===== config.mk =====
export PLATFORM = sky130hd
export DESIGN_NAME = aesr_mix
export DESIGN_NICKNAME = d
export VERILOG_FILES = /design/src/hdl/aesr_pkg.sv /design/src/hdl/aesr_mix.sv
export SDC_FILE = /design/constraint.sdc
export NUM_CORES = 2
export LEC_CHECK = 0
export BUFFER_PORTS_ARGS = -buffer_cell sky130_fd_sc_hd__buf_2
export CAP_MARGIN = 10
export CORE_ASPECT_RATIO = 0.9
export CORE_MARGIN = 2
export CORE_UTILIZATION = 30
export DETAILED_ROUTE_END_ITERATION = 8
export PLACE_DENSITY_LB_ADDON = 0.3
export SYNTH_ARGS = -nofsm -noshare
export SYNTH_HDL_FRONTEND = slang
export SYNTH_SLANG_ARGS = --single-unit

===== constraint.sdc =====
create_clock -name clk_i -period 2.13 [get_ports clk_i]
set_clock_uncertainty 0.15 [all_clocks]
set_input_delay 0.426 -clock clk_i [delete_from_list [all_inputs] [get_ports clk_i]]
set_output_delay 0.426 -clock clk_i [all_outputs]
set_load 0.005 [all_outputs]

===== src/hdl/aesr_pkg.sv =====
`default_nettype none
// ----------------------------------------------------------------------------
// aesr_pkg
// Shared types and GF(2^8) helpers for the AES round pipeline.
// ----------------------------------------------------------------------------
package aesr_pkg;

  typedef enum logic {
    CMD_FWD = 1'b0,
    CMD_INV = 1'b1
  } cmd_e;

  typedef logic [15:0][7:0] state_t;  // element 15 is byte 0

  typedef struct packed {
    logic   valid;
    cmd_e   cmd;
    logic   mix;
    state_t key;
  } ctl_t;

  function automatic logic [7:0] xtime(input logic [7:0] a);
    return {a[6:0], 1'b0} ^ (a[7] ? 8'h1b : 8'h00);
  endfunction

  function automatic logic [7:0] gf_mul(input logic [7:0] a, input logic [7:0] b);
    logic [7:0] p;
    logic [7:0] x;
    p = 8'h00;
    x = a;
    for (int i = 0; i < 8; i++) begin
      if (b[i]) p = p ^ x;
      x = xtime(x);
    end
    return p;
  endfunction

  function automatic logic [7:0] gf_inv(input logic [7:0] x);
    logic [7:0] r;
    logic [7:0] b;
    r = 8'h01;
    b = x;
    for (int i = 0; i < 8; i++) begin
      if (i != 0) r = gf_mul(r, b);
      b = gf_mul(b, b);
    end
    return r;
  endfunction

  function automatic logic [7:0] rotl(input logic [7:0] v, input int n);
    return (v << n) | (v >> (8 - n));
  endfunction

  // Inversion table; constant, built at elaboration.
  function automatic logic [255:0][7:0] inv_table();
    logic [255:0][7:0] t;
    for (int i = 0; i < 256; i++) t[i] = gf_inv(8'(i));
    return t;
  endfunction

  localparam logic [255:0][7:0] InvTab = inv_table();

  function automatic logic [7:0] sbox_fwd(input logic [7:0] x);
    logic [7:0] b;
    b = InvTab[x];
    return b ^ rotl(b, 1) ^ rotl(b, 2) ^ rotl(b, 3) ^ rotl(b, 4) ^ 8'h63;
  endfunction

  function automatic logic [7:0] sbox_inv(input logic [7:0] y);
    return InvTab[rotl(y, 1) ^ rotl(y, 3) ^ rotl(y, 6) ^ 8'h05];
  endfunction

  function automatic logic [7:0] byte_at(input state_t s, input int b);
    return s[15 - b];
  endfunction

endpackage
`default_nettype wire


===== src/hdl/aesr_mix.sv =====
`default_nettype none
// ----------------------------------------------------------------------------
// aesr_mix
// Stages 2 and 3: key add and (inverse) MixColumns in the order the
// direction needs, each registered.
// ----------------------------------------------------------------------------
module aesr_mix (
  input  wire logic             clk_i,
  input  wire logic             rst_ni,
  input  wire aesr_pkg::ctl_t   ctl_i,
  input  wire aesr_pkg::state_t state_i,
  output logic                  valid_o,
  output aesr_pkg::state_t      state_o
);

  function automatic aesr_pkg::state_t mixcols(input aesr_pkg::state_t s,
                                               input logic inv);
    aesr_pkg::state_t t;
    logic [3:0][7:0] m;
    logic [7:0] acc;
    m = inv ? {8'd9, 8'd13, 8'd11, 8'd14} : {8'd1, 8'd1, 8'd3, 8'd2};
    for (int c = 0; c < 4; c++) begin
      for (int r = 0; r < 4; r++) begin
        acc = 8'h00;
        for (int k = 0; k < 4; k++)
          acc = acc ^ aesr_pkg::gf_mul(m[(k - r + 4) % 4],
                                        aesr_pkg::byte_at(s, c * 4 + k));
        t[15 - (c * 4 + r)] = acc;
      end
    end
    return t;
  endfunction

  // stage 2: forward mixes here when mix is set, inverse adds key here
  aesr_pkg::state_t s2_d, s2_q, s3_d, s3_q;
  aesr_pkg::ctl_t ctl2_q;
  logic v2_q, v3_q;
  logic inv;

  assign inv = (ctl_i.cmd == aesr_pkg::CMD_INV);

  always_comb begin
    if (inv) s2_d = state_i ^ ctl_i.key;
    else if (ctl_i.mix) s2_d = mixcols(state_i, 1'b0);
    else s2_d = state_i;
  end

  always_comb begin
    if (ctl2_q.cmd == aesr_pkg::CMD_INV)
      s3_d = ctl2_q.mix ? mixcols(s2_q, 1'b1) : s2_q;
    else
      s3_d = s2_q ^ ctl2_q.key;
  end

  always_ff @(posedge clk_i or negedge rst_ni) begin
    if (!rst_ni) begin
      v2_q <= 1'b0;
      v3_q <= 1'b0;
    end else begin
      v2_q <= ctl_i.valid;
      v3_q <= v2_q;
    end
  end

  always_ff @(posedge clk_i) begin
    s2_q   <= s2_d;
    ctl2_q <= ctl_i;
    s3_q   <= s3_d;
  end

  assign valid_o = v3_q;
  assign state_o = s3_q;

endmodule
`default_nettype wire


Yosys cells after proc, flatten, opt, wreduce, memory -nomap -nowiden:

Index checks and enable logic that the tools add are counted.

* input port bits: 261
* logic and storage cells: 3114
* output and inout port bits: 129
* register bits after elaboration: 388

* muxes and demuxes: 2180
* bitwise gates (word level): 882

Operators by type and width (number)
* $mux W8: 1520
* $mux W7: 176
* $mux W6: 128
* $xor A8 B8 Y8: 96
* $mux W5: 128
* $not A3 Y3: 192
* $not A5 Y5: 112
* $mux W128: 4
* $mux W4: 112
* $not A6 Y6: 64
* $not A2 Y2: 176
* $xor A128 B128 Y128: 2
* $not A1 Y1: 208
* $mux W3: 48
* $not A7 Y7: 16
* $mux W2: 48
* $not A4 Y4: 16
* $mux W1: 16

Longest topological paths before layout:

* depth after elaboration: 36
* gate-level depth with buffers: 7
* gate-level depth less buffers: 6

Worst setup path before layout:

OpenSTA, ideal clock, no wires.

* path type: input -> register
* from: in state_i[55] (netlist bit)
* to: reg s2_q[39] (netlist bit)
* data arrival time: 1.755 ns
* path slack: 0.093 ns
* buffers on the path: 1
* data required time: 1.848 ns
* library setup time: 0.132 ns
* cell stages on the path: 6
* path through: clkbuf_1 -> xnor2_1 -> xnor2_1 -> xnor2_1 -> a211oi_1 -> a21oi_1

RTL lines
* start, declared: RTL line aesr_mix.sv:11 `input wire aesr_pkg::state_t state_i,`
* end signal, assigned: RTL line aesr_mix.sv:66 `s2_q <= s2_d;`
* end, declared: RTL line aesr_mix.sv:35 `aesr_pkg::state_t s2_d, s2_q, s3_d, s3_q;`

==> results by group <==
Run status
  – Outcome: finished clean

Clock network
  – Clk slew on worst S/H paths: 60 ps
  – CTS tree: yes
  – Clock Sinks: 388
  – Cts bufs inserted: 48
  – Skew-Pair Late Insertion Delay: 590 ps
  – Clk buf depth: 3
  – Root buffer cell: clkbuf_16
  – H-tree lvl count: 2

Worst hold path
  – Worst Hold Class: in -> reg
  – Hold path start: state_i[52]
  – Hold path cells: 3
  – Min-Delay Endpoint: s2_q[52]

Worst setup path
  – Worst r2r dst: state_o[16]
  – Crit-path max cell delay: approximately 320 ps
  – Startpoint Class: register
  – Critical Path Fanout Max: 6
  – Critical Path AT: 2390 ps
  – Reg2reg setup slack: roughly 33 ps
  – Slowest CP cell: dfxtp_1
  – Reg2Reg Depth: 8
  – Delay-heaviest family, CP: XOR/XNOR gates
  – Critical path cell sequence: buf_12 -> xnor2_4 -> buf_4 -> xnor2_1 -> xnor2_1 -> buf_4 -> xnor2_1 -> o21ai_0
  – Critical path type: reg -> reg
  – CP Capture Type: register
  – CP Buf/Inv Count: 3
  – R2r startpoint: s2_q[21]
  – Most used cell, CP: xnor2_1
  – WP data required: about 2400 ps

Logic synthesis
  – Seq cells post-synth: 388
  – Synth warn: 0
  – Mapped Nets: 3195
  – Ys flop type: dfxtp_1
  – Mapped Avg Cell Area: a little over 9 µm²
  – Post-synthesis cell type count: 37
  – Register area share after synthesis: 0.2850
  – Mapped Cells: 2934
  – Number of synthesized flops with an enable pin: 0
  – Post-synthesis cell area: 27290 µm²
  – Async SR Flop Fraction: 0.005155

Global route
  – GRT overflow: 0
  – First-pass GRT wire length: roughly 140000 µm
  – Number of global-route vias before repair: 21340
  – Largest net degree at the start of global routing: 83
  – Number of antenna violations at the first check in global routing: 17
  – Gr usage total: 0.1977

Die
  – Row Count: 104
  – Core Region: 89790 µm²
  – Starting density of the core: 0.3039
  – Die ar.: slightly above 90000 µm²
  – Die width: 321.9 µm
  – IO Pins: 390
  – Die height: 290.1 µm

Placement
  – Post-Place Cell Area: 32680 µm²
  – GP Congestion: 0.9034
  – DPL Wire Length: 75890 µm
  – # port buffers: 389

Timing
  – Crit path time final: roughly 2100 ps
  – Period utilisation layout: 0.9845
  – F_max: 476.9 MHz
  – Finish-stage setup viols: 0
  – Least-Margin Pin Slew: around 810 ps
  – Fin Hold WS: between 70 and 80 ps
  – Unrepaired setup endpoints after global routing: true
  – Slew Limit Headroom: 0.4576
  – Final Hold Viols: 0
  – Final Max Tran Viols: 0

Cells and area
  – Final Cell Area: 36510 µm²
  – Layout Nets: 3852
  – Layout area overhead: 33.80%
  – Share of post-route cells with drive strength above 1: 0.2947

Detailed routing
  – 1st-iter DRT viols: 1329
  – DR WL/cell: 19.68 µm
  – DR DRC count: 0
  – Routed WL: 94410 µm
  – Initial DRT Pass Iterations: 5
  – Via count: between 20000 and 25000
  – Vias/cell: 4.428
  – Post-DRT Antenna Nets: 0

Power
  – P_leak: 14.10 nW
  – VDD IR max: 0.5605 mV
  – PwrDens: between 1000 and 1500 nW/µm²

Run
  – Max-cap violation count: 0
cell usage in the layout, fill, tap and decap left out, types with 4 or more instances in the layout:
| cell | n |
|---|---|
| xnor2_1 | 1097 |
| buf_4 | 392 |
| buf_2 | 387 |
| dfxtp_1 | 344 |
| xor2_1 | 258 |
| a21oi_1 | 191 |
| dlygate4sd3_1 | 133 |
| nor2b_1 | 123 |
| a211oi_1 | 122 |
| xnor2_2 | 73 |
| o221ai_1 | 59 |
| nand2_1 | 58 |
| nor2_1 | 51 |
| clkbuf_16 | 50 |
| dfxtp_2 | 38 |
| mux2i_1 | 34 |
| xor2_2 | 32 |
| buf_12 | 30 |
| o21ai_0 | 24 |
| o22ai_1 | 16 |
| clkbuf_8 | 11 |
| xnor2_4 | 9 |
| inv_1 | 9 |
| bufinv_16 | 9 |
| nand2b_1 | 8 |
| a22oi_1 | 7 |
| clkinv_2 | 7 |
| xor2_4 | 6 |
| nand3_1 | 6 |
| nor3_1 | 5 |
| clkinv_4 | 5 |
| diode_2 | 4 |
| dfxtp_4 | 4 |
sequential cells by signal, indices dropped and copies added (netlist names):
register and count:
ctl2_q 130, s2_q 128, state_o 128, v2_q 1, valid_o 1
repair_timing:
action | in CTS | in global routing
endpoints found under the setup margin | 29 | 82
endpoints found under the hold margin | 174 | 0
resized for setup | 23 | 95
pin swaps | 4 | 20
setup buffers | 4 | 8
hold buffers | 133 | 0
power by group:
| part | switching [mW] | internal, mW |
|---|---|---|
| clock | 3.45 | 5.69 |
| sequential | 1.36 | 8.99 |
| combinational | 13.1 | 14.7 |
logic make-up after synthesis:
group                     after synthesis  synth area share
xor gates and xnor gates             1480            0.4970
AOI/OAI and AO/OA                     428            0.1003
DFF                                   388            0.2850
buffers and inverters                 346           0.05612
and+or+nand+nor                       255           0.04787
muxes                                  37           0.01371
worst min-delay path, stage by stage:
cell and delay [ps]:
buf_2 140, xnor2_1 130, a21oi_1 60
worst max path at each step:
stage,slack [ps],startpoint,to,cells after the start
floorplan,90,state_i[55],s2_q[39],6
global placement,-130,s2_q[62],state_o[34],6
detailed placement,-170,s2_q[39],state_o[62],7
CTS,3,s2_q[45],state_o[35],7
global route,-30,s2_q[53],state_o[39],8
finish,30,s2_q[21],state_o[16],8
synth_stat cells (2+ instances only):
library cell,number,area share
xnor2_1,1144,0.37
dfxtp_1,386,0.28
xor2_1,280,0.090
clkbuf_1,213,0.029
a21oi_1,193,0.035
nor2b_1,124,0.028
a211oi_1,122,0.034
buf_2,85,0.016
o221ai_1,60,0.019
nand2_1,59,0.0081
nor2_1,51,0.0070
mux2i_1,34,0.012
xnor2_2,28,0.017
o21ai_0,25,0.0046
buf_4,20,0.0055
o22ai_1,16,0.0037
xor2_2,10,0.0060
buf_1,9,0.0012
inv_1,9,0.0012
nand2b_1,9,0.0021
a22oi_1,7,0.0019
xnor2_4,7,0.0071
nand3_1,6,0.0011
xor2_4,6,0.0061
buf_6,5,0.0021
nor3_1,5,0.00092
xnor3_1,4,0.0033
clkbuf_2,3,0.00055
mux2_2,3,0.0012
a221o_1,2,0.00073
dfrtp_1,2,0.0018
dlygate4sd1_1,2,0.00064
metal layers:
metal,wire length (µm),track usage
met1,46030,0.2852
met2,42250,0.3127
met3,4762,0.02945
met4,1300,0.03499
met5,68,0
cell type report:
cell class / instances / area, µm²
antenna: 4 / 10.01
clock buffer: 62 / 1386
clock inverter: 25 / 389.1
fill: 8910 / 53280
inverter: 9 / 33.78
multi-input combinational: 2200 / 18550
sequential: 388 / 7840
tap: 1166 / 1459
timing repair buffer: 944 / 6839
stage by stage:
stage | cells | utilization | power (mW) | setup WS (ps) | TNS [ps]
after floorplan | 2934 | - | 27.92 | 92.97 | 0
after global placement | 4562 | 0.3640 | 37.22 | -132.1 | -1121
after detailed placement | 4562 | 0.3640 | 37.24 | -172.9 | -1169
after CTS | 4786 | 0.4005 | 47.12 | 2.809 | 0
after global routing | 4796 | 0.4066 | 50.22 | -26.26 | -77.94
final | 4798 | 0.4066 | 47.29 | 32.96 | 0
No activity file was read; power rests on OpenSTA's default activity.
